===== src/rtl/gcs_pkg.sv =====
// ----------------------------------------------------------------------------
// gcs_pkg
// Shared types, constants and helpers of the gap crossing sequencer.
// ----------------------------------------------------------------------------
package gcs_pkg;

  localparam int unsigned TIME_BITS_DEF = 32;
  localparam int unsigned DIST_BITS_DEF = 12;

  // Configuration register widths
  localparam int unsigned LEVEL_W  = 10;
  localparam int unsigned THRESH_W = 12;
  localparam int unsigned MS_W     = 16;
  localparam int unsigned TICKS_W  = 15;
  localparam int unsigned CFG_IDX_W  = 3;
  localparam int unsigned CFG_DATA_W = 16;

  localparam logic [LEVEL_W-1:0] LEVEL_MAX = 10'd1000;

  // Result field widths and packed layout
  localparam int unsigned LIFT_W   = 11;
  localparam int unsigned AMOUNT_W = 16;
  localparam int unsigned PHASE_W  = 4;
  localparam int unsigned OUT_DRIVE_LSB  = 0;
  localparam int unsigned OUT_LIFT_LSB   = OUT_DRIVE_LSB + LEVEL_W;
  localparam int unsigned OUT_START_BIT  = OUT_LIFT_LSB + LIFT_W;
  localparam int unsigned OUT_AMOUNT_LSB = OUT_START_BIT + 1;
  localparam int unsigned OUT_PHASE_LSB  = OUT_AMOUNT_LSB + AMOUNT_W;
  localparam int unsigned OUT_BITS       = OUT_PHASE_LSB + PHASE_W;
  localparam int unsigned OUT_W          = ((OUT_BITS + 7) / 8) * 8;

  // Reset values of the configuration registers
  localparam logic [LEVEL_W-1:0]  DRIVE_SPEED_RST = 10'd400;
  localparam logic [THRESH_W-1:0] GAP_THRESH_RST  = 12'd250;
  localparam logic [LEVEL_W-1:0]  LIFT_POWER_RST  = 10'd900;
  localparam logic [MS_W-1:0]     ALIGN_MS_RST    = 16'd500;
  localparam logic [MS_W-1:0]     LOWER_MS_RST    = 16'd3000;
  localparam logic [MS_W-1:0]     RAISE_MS_RST    = 16'd2500;
  localparam logic [MS_W-1:0]     SETTLE_MS_RST   = 16'd500;
  localparam logic [TICKS_W-1:0]  MOVE_TICKS_RST  = 15'd2000;

  typedef enum logic [CFG_IDX_W-1:0] {
    REG_DRIVE_SPEED = 3'd0,
    REG_GAP_THRESH  = 3'd1,
    REG_LIFT_POWER  = 3'd2,
    REG_ALIGN_MS    = 3'd3,
    REG_LOWER_MS    = 3'd4,
    REG_RAISE_MS    = 3'd5,
    REG_SETTLE_MS   = 3'd6,
    REG_MOVE_TICKS  = 3'd7
  } reg_idx_e;

  typedef struct packed {
    logic [LEVEL_W-1:0]  drive_speed;
    logic [THRESH_W-1:0] gap_threshold;
    logic [LEVEL_W-1:0]  lift_power;
    logic [MS_W-1:0]     align_stable_ms;
    logic [MS_W-1:0]     lower_time_ms;
    logic [MS_W-1:0]     raise_time_ms;
    logic [MS_W-1:0]     settle_time_ms;
    logic [TICKS_W-1:0]  move_ticks;
  } cfg_t;

  typedef struct packed {
    logic [PHASE_W-1:0]         phase;
    logic signed [AMOUNT_W-1:0] move_amount;
    logic                       move_start;
    logic signed [LIFT_W-1:0]   lift_drive;
    logic [LEVEL_W-1:0]         drive_power;
  } result_t;

  typedef enum logic [8:0] {
    PH_IDLE    = 9'b000000001,
    PH_RELEASE = 9'b000000010,
    PH_SEARCH  = 9'b000000100,
    PH_ALIGN   = 9'b000001000,
    PH_LOWER   = 9'b000010000,
    PH_ACROSS  = 9'b000100000,
    PH_SETTLE  = 9'b001000000,
    PH_RAISE   = 9'b010000000,
    PH_AHEAD   = 9'b100000000
  } phase_e;

  localparam logic [PHASE_W-1:0] CODE_IDLE    = 4'd0;
  localparam logic [PHASE_W-1:0] CODE_RELEASE = 4'd1;
  localparam logic [PHASE_W-1:0] CODE_SEARCH  = 4'd2;
  localparam logic [PHASE_W-1:0] CODE_ALIGN   = 4'd3;
  localparam logic [PHASE_W-1:0] CODE_LOWER   = 4'd4;
  localparam logic [PHASE_W-1:0] CODE_ACROSS  = 4'd5;
  localparam logic [PHASE_W-1:0] CODE_SETTLE  = 4'd6;
  localparam logic [PHASE_W-1:0] CODE_RAISE   = 4'd7;
  localparam logic [PHASE_W-1:0] CODE_AHEAD   = 4'd8;

  function automatic logic [PHASE_W-1:0] phase_code(phase_e ph);
    logic [PHASE_W-1:0] code;
    unique case (ph)
      PH_IDLE:    code = CODE_IDLE;
      PH_RELEASE: code = CODE_RELEASE;
      PH_SEARCH:  code = CODE_SEARCH;
      PH_ALIGN:   code = CODE_ALIGN;
      PH_LOWER:   code = CODE_LOWER;
      PH_ACROSS:  code = CODE_ACROSS;
      PH_SETTLE:  code = CODE_SETTLE;
      PH_RAISE:   code = CODE_RAISE;
      PH_AHEAD:   code = CODE_AHEAD;
      default:    code = CODE_IDLE;
    endcase
    return code;
  endfunction

  function automatic logic [LEVEL_W-1:0] clamp_level(logic [LEVEL_W-1:0] v);
    return (v > LEVEL_MAX) ? LEVEL_MAX : v;
  endfunction

endpackage


===== src/rtl/gcs_cfg_regs.sv =====
// ----------------------------------------------------------------------------
// gcs_cfg_regs
// Configuration register file, written one register per transaction.
// ----------------------------------------------------------------------------
module gcs_cfg_regs (
  input  logic                            clk_i,
  input  logic                            rst_ni,
  input  logic                            cfg_valid_i,
  input  logic [gcs_pkg::CFG_IDX_W-1:0]   cfg_index_i,
  input  logic [gcs_pkg::CFG_DATA_W-1:0]  cfg_data_i,
  output gcs_pkg::cfg_t                   cfg_o
);

  gcs_pkg::cfg_t cfg_q, cfg_d;

  always_comb begin
    cfg_d = cfg_q;
    if (cfg_valid_i) begin
      unique case (gcs_pkg::reg_idx_e'(cfg_index_i))
        gcs_pkg::REG_DRIVE_SPEED: cfg_d.drive_speed     = cfg_data_i[gcs_pkg::LEVEL_W-1:0];
        gcs_pkg::REG_GAP_THRESH:  cfg_d.gap_threshold   = cfg_data_i[gcs_pkg::THRESH_W-1:0];
        gcs_pkg::REG_LIFT_POWER:  cfg_d.lift_power      = cfg_data_i[gcs_pkg::LEVEL_W-1:0];
        gcs_pkg::REG_ALIGN_MS:    cfg_d.align_stable_ms = cfg_data_i[gcs_pkg::MS_W-1:0];
        gcs_pkg::REG_LOWER_MS:    cfg_d.lower_time_ms   = cfg_data_i[gcs_pkg::MS_W-1:0];
        gcs_pkg::REG_RAISE_MS:    cfg_d.raise_time_ms   = cfg_data_i[gcs_pkg::MS_W-1:0];
        gcs_pkg::REG_SETTLE_MS:   cfg_d.settle_time_ms  = cfg_data_i[gcs_pkg::MS_W-1:0];
        gcs_pkg::REG_MOVE_TICKS:  cfg_d.move_ticks      = cfg_data_i[gcs_pkg::TICKS_W-1:0];
        default: ;
      endcase
    end
  end

  always_ff @(posedge clk_i or negedge rst_ni) begin
    if (!rst_ni) begin
      cfg_q.drive_speed     <= gcs_pkg::DRIVE_SPEED_RST;
      cfg_q.gap_threshold   <= gcs_pkg::GAP_THRESH_RST;
      cfg_q.lift_power      <= gcs_pkg::LIFT_POWER_RST;
      cfg_q.align_stable_ms <= gcs_pkg::ALIGN_MS_RST;
      cfg_q.lower_time_ms   <= gcs_pkg::LOWER_MS_RST;
      cfg_q.raise_time_ms   <= gcs_pkg::RAISE_MS_RST;
      cfg_q.settle_time_ms  <= gcs_pkg::SETTLE_MS_RST;
      cfg_q.move_ticks      <= gcs_pkg::MOVE_TICKS_RST;
    end else begin
      cfg_q <= cfg_d;
    end
  end

  assign cfg_o = cfg_q;

endmodule


===== src/rtl/gcs_core.sv =====
// ----------------------------------------------------------------------------
// gcs_core
// Phase sequencer: gap detection, timers and move handshake for one tick.
// ----------------------------------------------------------------------------
module gcs_core #(
  parameter int unsigned TIME_BITS = gcs_pkg::TIME_BITS_DEF,
  parameter int unsigned DIST_BITS = gcs_pkg::DIST_BITS_DEF
) (
  input  logic                  clk_i,
  input  logic                  rst_ni,
  input  logic                  step_i,
  input  gcs_pkg::cfg_t         cfg_i,
  input  logic [DIST_BITS-1:0]  dist_bridge_end_i,
  input  logic [DIST_BITS-1:0]  dist_robot_rear_i,
  input  logic [DIST_BITS-1:0]  dist_robot_front_i,
  input  logic [DIST_BITS-1:0]  dist_bridge_start_i,
  input  logic                  button_pressed_i,
  input  logic                  move_done_i,
  input  logic [TIME_BITS-1:0]  time_ms_i,
  output gcs_pkg::result_t      result_o
);

  localparam int unsigned CMP_W =
    (DIST_BITS > gcs_pkg::THRESH_W) ? DIST_BITS : gcs_pkg::THRESH_W;

  gcs_pkg::phase_e      phase_q, phase_d;
  logic [TIME_BITS-1:0] entry_q, entry_d;
  logic [TIME_BITS-1:0] align_start_q, align_start_d;
  logic                 align_valid_q, align_valid_d;
  logic                 move_issued_q, move_issued_d;

  logic gap_end, gap_rear, gap_front, gap_start;
  logic [CMP_W-1:0] thresh;
  logic [TIME_BITS-1:0] since_entry, since_align;
  logic [gcs_pkg::LEVEL_W-1:0] lift_mag, drive_lvl;
  logic signed [gcs_pkg::LIFT_W-1:0] lift_pos;
  logic signed [gcs_pkg::AMOUNT_W-1:0] ticks_pos;
  gcs_pkg::result_t res;

  assign thresh = CMP_W'(cfg_i.gap_threshold);
  assign gap_end   = (dist_bridge_end_i == '0)   || (CMP_W'(dist_bridge_end_i) > thresh);
  assign gap_rear  = (dist_robot_rear_i == '0)   || (CMP_W'(dist_robot_rear_i) > thresh);
  assign gap_front = (dist_robot_front_i == '0)  || (CMP_W'(dist_robot_front_i) > thresh);
  assign gap_start = (dist_bridge_start_i == '0) || (CMP_W'(dist_bridge_start_i) > thresh);

  // Differences wrap at the timestamp width
  assign since_entry = time_ms_i - entry_q;
  assign since_align = time_ms_i - align_start_q;

  assign lift_mag  = gcs_pkg::clamp_level(cfg_i.lift_power);
  assign drive_lvl = gcs_pkg::clamp_level(cfg_i.drive_speed);
  assign lift_pos  = $signed({1'b0, lift_mag});
  assign ticks_pos = $signed({1'b0, cfg_i.move_ticks});

  always_comb begin
    phase_d       = phase_q;
    entry_d       = entry_q;
    align_start_d = align_start_q;
    align_valid_d = align_valid_q;
    move_issued_d = move_issued_q;
    res           = '0;
    unique case (phase_q)
      gcs_pkg::PH_IDLE: begin
        if (button_pressed_i) begin
          phase_d = gcs_pkg::PH_RELEASE;
          entry_d = time_ms_i;
        end
      end
      gcs_pkg::PH_RELEASE: begin
        if (!button_pressed_i) phase_d = gcs_pkg::PH_SEARCH;
      end
      gcs_pkg::PH_SEARCH: begin
        if (gap_front) begin
          phase_d       = gcs_pkg::PH_ALIGN;
          entry_d       = time_ms_i;
          align_valid_d = 1'b0;
        end else begin
          res.drive_power = drive_lvl;
        end
      end
      gcs_pkg::PH_ALIGN: begin
        if (!gap_end && !gap_start) begin
          if (!align_valid_q) begin
            align_valid_d = 1'b1;
            align_start_d = time_ms_i;
          end else if (since_align >= TIME_BITS'(cfg_i.align_stable_ms)) begin
            phase_d = gcs_pkg::PH_LOWER;
            entry_d = time_ms_i;
          end
        end else begin
          align_valid_d = 1'b0;
        end
      end
      gcs_pkg::PH_LOWER: begin
        if (since_entry >= TIME_BITS'(cfg_i.lower_time_ms)) begin
          phase_d       = gcs_pkg::PH_ACROSS;
          entry_d       = time_ms_i;
          move_issued_d = 1'b0;
        end else begin
          res.lift_drive = -lift_pos;
        end
      end
      gcs_pkg::PH_ACROSS: begin
        // a move_done on the issuing tick does not count
        if (!move_issued_q) begin
          move_issued_d   = 1'b1;
          res.move_start  = 1'b1;
          res.move_amount = ticks_pos;
        end else if (move_done_i) begin
          phase_d = gcs_pkg::PH_SETTLE;
          entry_d = time_ms_i;
        end
      end
      gcs_pkg::PH_SETTLE: begin
        if (since_entry >= TIME_BITS'(cfg_i.settle_time_ms) && !gap_rear && !gap_front) begin
          phase_d = gcs_pkg::PH_RAISE;
          entry_d = time_ms_i;
        end
      end
      gcs_pkg::PH_RAISE: begin
        if (since_entry >= TIME_BITS'(cfg_i.raise_time_ms)) begin
          phase_d       = gcs_pkg::PH_AHEAD;
          entry_d       = time_ms_i;
          move_issued_d = 1'b0;
        end else begin
          res.lift_drive = lift_pos;
        end
      end
      gcs_pkg::PH_AHEAD: begin
        if (!move_issued_q) begin
          move_issued_d   = 1'b1;
          res.move_start  = 1'b1;
          res.move_amount = -ticks_pos;
        end else if (move_done_i) begin
          phase_d       = gcs_pkg::PH_SEARCH;
          entry_d       = time_ms_i;
          align_valid_d = 1'b0;
        end
      end
      default: phase_d = gcs_pkg::PH_IDLE;
    endcase
    res.phase = gcs_pkg::phase_code(phase_d);
  end

  always_ff @(posedge clk_i or negedge rst_ni) begin
    if (!rst_ni) begin
      phase_q       <= gcs_pkg::PH_IDLE;
      entry_q       <= '0;
      align_start_q <= '0;
      align_valid_q <= 1'b0;
      move_issued_q <= 1'b0;
    end else if (step_i) begin
      phase_q       <= phase_d;
      entry_q       <= entry_d;
      align_start_q <= align_start_d;
      align_valid_q <= align_valid_d;
      move_issued_q <= move_issued_d;
    end
  end

  assign result_o = res;

endmodule


===== src/rtl/gap_crossing_sequencer.sv =====
// ----------------------------------------------------------------------------
// gap_crossing_sequencer
// Robot gap crossing sequencer, one control tick in, one command set out.
// ----------------------------------------------------------------------------
// Usage:
//   s_axis carries one control tick per transaction: four distance readings,
//   the start button level, the move-finished flag and a millisecond stamp.
//   m_axis returns one result per tick: drive power, signed lift drive, move
//   start pulse with its signed amount, and the phase after the tick.
//   The cfg channel writes one configuration register per transaction and
//   is always ready; write it only while no tick is in flight.
//   Processing: a taken tick waits in the input register until the result
//   register is free; the sequencer then steps on it, and its result is
//   captured in the result register and offered on m_axis.
//   Throughput: one tick per cycle while m_axis is not stalled, set by the
//   single input register feeding the sequencer and the result register.
//   A stalled m_axis holds its result; one more tick waits in the input
//   register, after which s_axis_tready drops until the receiver takes data.
//   Reset puts the sequencer in idle, empties both registers and loads the
//   default configuration.
// ----------------------------------------------------------------------------
module gap_crossing_sequencer #(
  parameter int unsigned TIME_BITS = gcs_pkg::TIME_BITS_DEF,
  parameter int unsigned DIST_BITS = gcs_pkg::DIST_BITS_DEF,
  localparam int unsigned IN_BITS  = 4 * DIST_BITS + 2 + TIME_BITS,
  localparam int unsigned IN_W     = ((IN_BITS + 7) / 8) * 8
) (
  input  logic                            clk_i,
  input  logic                            rst_ni,
  input  logic                            s_axis_tvalid,
  output logic                            s_axis_tready,
  // dist_bridge_end, dist_robot_rear, dist_robot_front, dist_bridge_start,
  // button_pressed, move_done, time_ms (lowest bits first), zero padded
  input  logic [IN_W-1:0]                 s_axis_tdata,
  output logic                            m_axis_tvalid,
  input  logic                            m_axis_tready,
  // drive_power, lift_drive, move_start, move_amount, phase (lowest first)
  output logic [gcs_pkg::OUT_W-1:0]       m_axis_tdata,
  input  logic                            cfg_valid_i,
  output logic                            cfg_ready_o,
  input  logic [gcs_pkg::CFG_IDX_W-1:0]   cfg_index_i,
  input  logic [gcs_pkg::CFG_DATA_W-1:0]  cfg_data_i
);

  localparam int unsigned BTN_BIT  = 4 * DIST_BITS;
  localparam int unsigned DONE_BIT = BTN_BIT + 1;
  localparam int unsigned TIME_LSB = DONE_BIT + 1;

  gcs_pkg::cfg_t    cfg;
  gcs_pkg::result_t result;

  logic                 in_valid_q;
  logic [IN_BITS-1:0]   in_data_q;
  logic                 out_valid_q;
  logic [gcs_pkg::OUT_W-1:0] out_data_q;
  logic                 out_free, step, in_take;

  assign out_free      = !out_valid_q || m_axis_tready;
  assign step          = in_valid_q && out_free;
  assign s_axis_tready = !in_valid_q || out_free;
  assign in_take       = s_axis_tvalid && s_axis_tready;
  assign cfg_ready_o   = 1'b1;

  gcs_cfg_regs u_cfg (
    .clk_i       (clk_i),
    .rst_ni      (rst_ni),
    .cfg_valid_i (cfg_valid_i),
    .cfg_index_i (cfg_index_i),
    .cfg_data_i  (cfg_data_i),
    .cfg_o       (cfg)
  );

  gcs_core #(
    .TIME_BITS (TIME_BITS),
    .DIST_BITS (DIST_BITS)
  ) u_core (
    .clk_i               (clk_i),
    .rst_ni              (rst_ni),
    .step_i              (step),
    .cfg_i               (cfg),
    .dist_bridge_end_i   (in_data_q[0*DIST_BITS +: DIST_BITS]),
    .dist_robot_rear_i   (in_data_q[1*DIST_BITS +: DIST_BITS]),
    .dist_robot_front_i  (in_data_q[2*DIST_BITS +: DIST_BITS]),
    .dist_bridge_start_i (in_data_q[3*DIST_BITS +: DIST_BITS]),
    .button_pressed_i    (in_data_q[BTN_BIT]),
    .move_done_i         (in_data_q[DONE_BIT]),
    .time_ms_i           (in_data_q[TIME_LSB +: TIME_BITS]),
    .result_o            (result)
  );

  always_ff @(posedge clk_i or negedge rst_ni) begin
    if (!rst_ni) begin
      in_valid_q  <= 1'b0;
      out_valid_q <= 1'b0;
    end else begin
      if (in_take) begin
        in_valid_q <= 1'b1;
      end else if (step) begin
        in_valid_q <= 1'b0;
      end
      if (step) begin
        out_valid_q <= 1'b1;
      end else if (m_axis_tready) begin
        out_valid_q <= 1'b0;
      end
    end
  end

  always_ff @(posedge clk_i) begin
    if (in_take) begin
      in_data_q <= s_axis_tdata[IN_BITS-1:0];
    end
    if (step) begin
      out_data_q <= gcs_pkg::OUT_W'(result);
    end
  end

  assign m_axis_tvalid = out_valid_q;
  assign m_axis_tdata  = out_data_q;

endmodule


===== config.mk =====
export PLATFORM = sky130hd
export DESIGN_NAME = gap_crossing_sequencer
export DESIGN_NICKNAME = d
export VERILOG_FILES = /design/src/rtl/gcs_pkg.sv /design/src/rtl/gcs_cfg_regs.sv /design/src/rtl/gcs_core.sv /design/src/rtl/gap_crossing_sequencer.sv
export SDC_FILE = /design/constraint.sdc
export NUM_CORES = 1
export LEC_CHECK = 0
export ABC_AREA = 1
export BUFFER_PORTS_ARGS = -buffer_cell sky130_fd_sc_hd__buf_2
export CAP_MARGIN = 5
export CORE_MARGIN = 2
export CORE_UTILIZATION = 30
export DETAILED_ROUTE_END_ITERATION = 6
export PLACE_DENSITY = 0.5
export SLEW_MARGIN = 30
export SYNTH_ARGS = -nofsm -noshare
export SYNTH_HDL_FRONTEND = slang
export SYNTH_SLANG_ARGS = --single-unit

===== constraint.sdc =====
create_clock -name clk_i -period 3.6 [get_ports clk_i]
set_input_delay 0.54 -clock clk_i [delete_from_list [all_inputs] [get_ports clk_i]]
set_output_delay 0.54 -clock clk_i [all_outputs]
set_load 0.01 [all_outputs]

==> results.ini <==
[run_status]
status = finished with violations
violations = negative setup slack

[logic_synthesis]
avgSynthCellArea_um2 = 7.89
ys_seq_elements = 312
synth.most_common_cell = nand2_1
synth_cell_types = 58
async_flop_share_pct = 60.3
synthCells = 2515
synthFlopType = dfrtp_1
ys_seq_area_share_pct = 42.7
yosys_warnings = 0
synth_edf_count = 124
yosysTopAreaCellShare_pct = 18.8
netlist_top_cells_count = nand2_1 (692), inv_1 (459), ha_1 (176)
post-synth-top-area-cell = edfxtp_1
syn_area_mm2 = 0.0199
ys_top_cells_by_area = edfxtp_1 (19%), dfrtp_1 (18%), nand2_1 (13%)

[global_routing]
grt.overflow.total = 0
grt_pass1_wl_um = 92700
grt_antenna_before_repair = 1
grt_max_degree = 90
grt_pass1_vias = 17600
grt.total_usage_pct = 17.3

[worst_setup_path]
crit_path_start_kind = flip-flop
reg2reg_slack_ns = -0.03
crit_chain = buf_6 > ha_4 > nand2_1 > nor2_2 > nand2_1 > nand3_4 > nand2_1 > nand2_1 > xor2_2 > buf_4 > ha_1 > a21oi_1 > o31ai_2 > a21oi_2 > nand3_2 > a21oi_2 > nor2_2 > nand3_4 > buf_12 > buf_16 > nand2_2 > nand2_2
slowest_stage = edfxtp_1
worstReg2RegStart = in_data_q[52]
worst-endpoint-required_ns = 4.05
max_stage_delay_ns = 0.50
r2r_end = u_core.entry_q[8]
ff2ff_path_depth = 22
cp_max_fo = 8
crit_top_cell = nand2_1
crit_type = reg -> reg
worst_setup_path_end_kind = flip-flop
critPathArrivalTime_ns = 4.08

[layout]
drive_gt1_share_pct = 24.9
stdcell_count = 3775
finish.instance_area_mm2 = 0.0258
layout.nets = 3170
final_util_pct = 39.3
area_growth_pct = 29.8

[routing]
num_vias = 17600
finalWirelength_um = 59000
drtAntennaViolNets = 0
post_drt_wl_per_cell_um = 15.6
vias_per_cell = 4.66
drc = 0
firstDrtPassIters = 5
drt-initial-drc-count = 897

[placement]
portBuffers = 149
dp_slack_ns = -0.339
placed_area_mm2 = 0.0229
dpl.cell_count = 3661
gp_congestion = 0.893
hpwlAfterDp_um = 44700

[timing]
holdWs_ns = 0.00255
rsz0062_at_grt = true
max_slew_margin_pct = 38.1
skew_ns = 0.0195
max_slew.worst_pin.slew_ns = 0.929
setup-violations-final = 20
hold_viol = 0
min_period_ns = 3.63
max_freq_mhz = 275
min_period_over_period_pct = 101
setup_ws_ns = -0.0312
maxSlewViolCount = 0

[clock_network]
cts_sinks = 312
clkLatencyLatePin_ns = 0.58
cts.clk_slew.worst_paths_ns = 0.06
clockBufferDepth = 3
cts_buffers = 38
cts_tree = built
htreeDepth = 2
root_buffer = clkbuf_16
hold_buffers = 0

[power]
leakage_nw = 12.5
power_density_mw_per_mm2 = 663
ir_worst_vdd_mv = 0.311

[die]
die_h_um = 261
rows = 94
die_width_um = 261
die_area_mm2 = 0.0683
coreArea_mm2 = 0.0656
pin_count = 163
start_util_pct = 30.3

[flow_run]
maxCapViolCount = 0

[hold_path]
holdCritPathClass = in -> async

[where the power goes]
group	internal, mW	total [mW]	leakage, nW	switching, mW
combinational	3.70	8.48	8.41	4.78
sequential	4.38	4.78	3.53	0.393
clock	2.20	3.84	0.573	1.65
[per-stage QoR]
| stage | TNS [ns] | total power, mW |
|---|---|---|
| detailed placement | -12.23 | 11.9 |
| finish | -0.315 | 17.1 |
| CTS | -0.541 | 16.5 |
| floorplan | 0 | 9.24 |
| global placement | -10.43 | 11.8 |
| global route | -9.09 | 18.5 |
[logic make-up after synthesis]
family	synth area share (%)
multiplexers	1.70
AO/OA/AOI/OAI	9.42
other	0.0378
flip-flops	42.7
XOR/XNOR	1.63
buffers and inverters	9.91
AND/OR/NAND/NOR	23.3
adder cells (fa/ha/maj)	11.3
[cells in the final DEF, fill, tap and decap left out, types with 21 or more instances in the layout]
cell type,Yosys,routed
nand3_1,125,109
dfrtp_1,144,144
nand2_2,13,62
ha_1,176,142
buf_4,9,188
o21ai_0,172,160
nand2_1,692,637
nor2_1,167,156
edfxtp_1,124,124
xor2_1,35,21
nor3_1,29,22
a21oi_1,121,98
a21oi_2,1,22
dfstp_2,44,44
nand4_1,23,23
clkbuf_16,0,38
mux2_2,30,30
inv_1,459,450
ha_4,0,34
buf_2,7,148
[what timing repair did]
item,4_1_cts,5_1_grt
pin swaps,36,19
setup buffers,27,13
cloned,3,0
hold endpoints to repair,0,0
gates resized for setup,111,137
endpoints found under the setup margin,52,52
[cell type report]
type                       instances  area [µm²]
antenna                            1        2.50
clock buffer                      46         981
clock inverter                    24         260
fill                            6701       39900
inverter                         462        1740
multi-input combinational       1699       10600
sequential                       312        8480
tap                              864        1080
timing repair buffer             367        2640
[sequential cells by signal, indices dropped and copies added (netlist names)]
register              cells
u_core.phase_q            9
u_cfg.cfg_o             111
in_data_q                82
u_core.align_valid_q      1
m_axis_tdata             42
u_core.align_start_q     32
m_axis_tvalid             1
u_core.move_issued_q      1
u_core.entry_q           32
in_valid_q                1
[worst max-delay path: cells and delay by family, from the launching register on]
kind	cells	cell delay (ns)
adders and majority gates	2	0.60
AOI/OAI and AO/OA	4	0.49
buffers and inverters	4	0.65
and+or+nand+nor	11	1.17
xor gates and xnor gates	1	0.10
DFF	1	0.50
[routing by layer]
layer | share of wire (%) | vias up | GRT usage, %
met2 | 48 | 312 | 29.7
li1 | - | 8837 | -
met4 | 3.3 | 0 | 6.12
met1 | 45 | 8338 | 22.1
met3 | 3.7 | 105 | 2.42
met5 | 0 | - | 0
[worst max path at each step]
stage / from / end
floorplan: in_data_q[50] / u_core.entry_q[10]
global placement: in_data_q[52] / m_axis_tdata[38]
detailed placement: in_data_q[52] / u_core.entry_q[16]
CTS: u_core.align_start_q[0] / u_core.entry_q[8]
global route: in_data_q[52] / u_core.entry_q[26]
finish: in_data_q[52] / u_core.entry_q[8]
(Power assumes the default switching activity.)
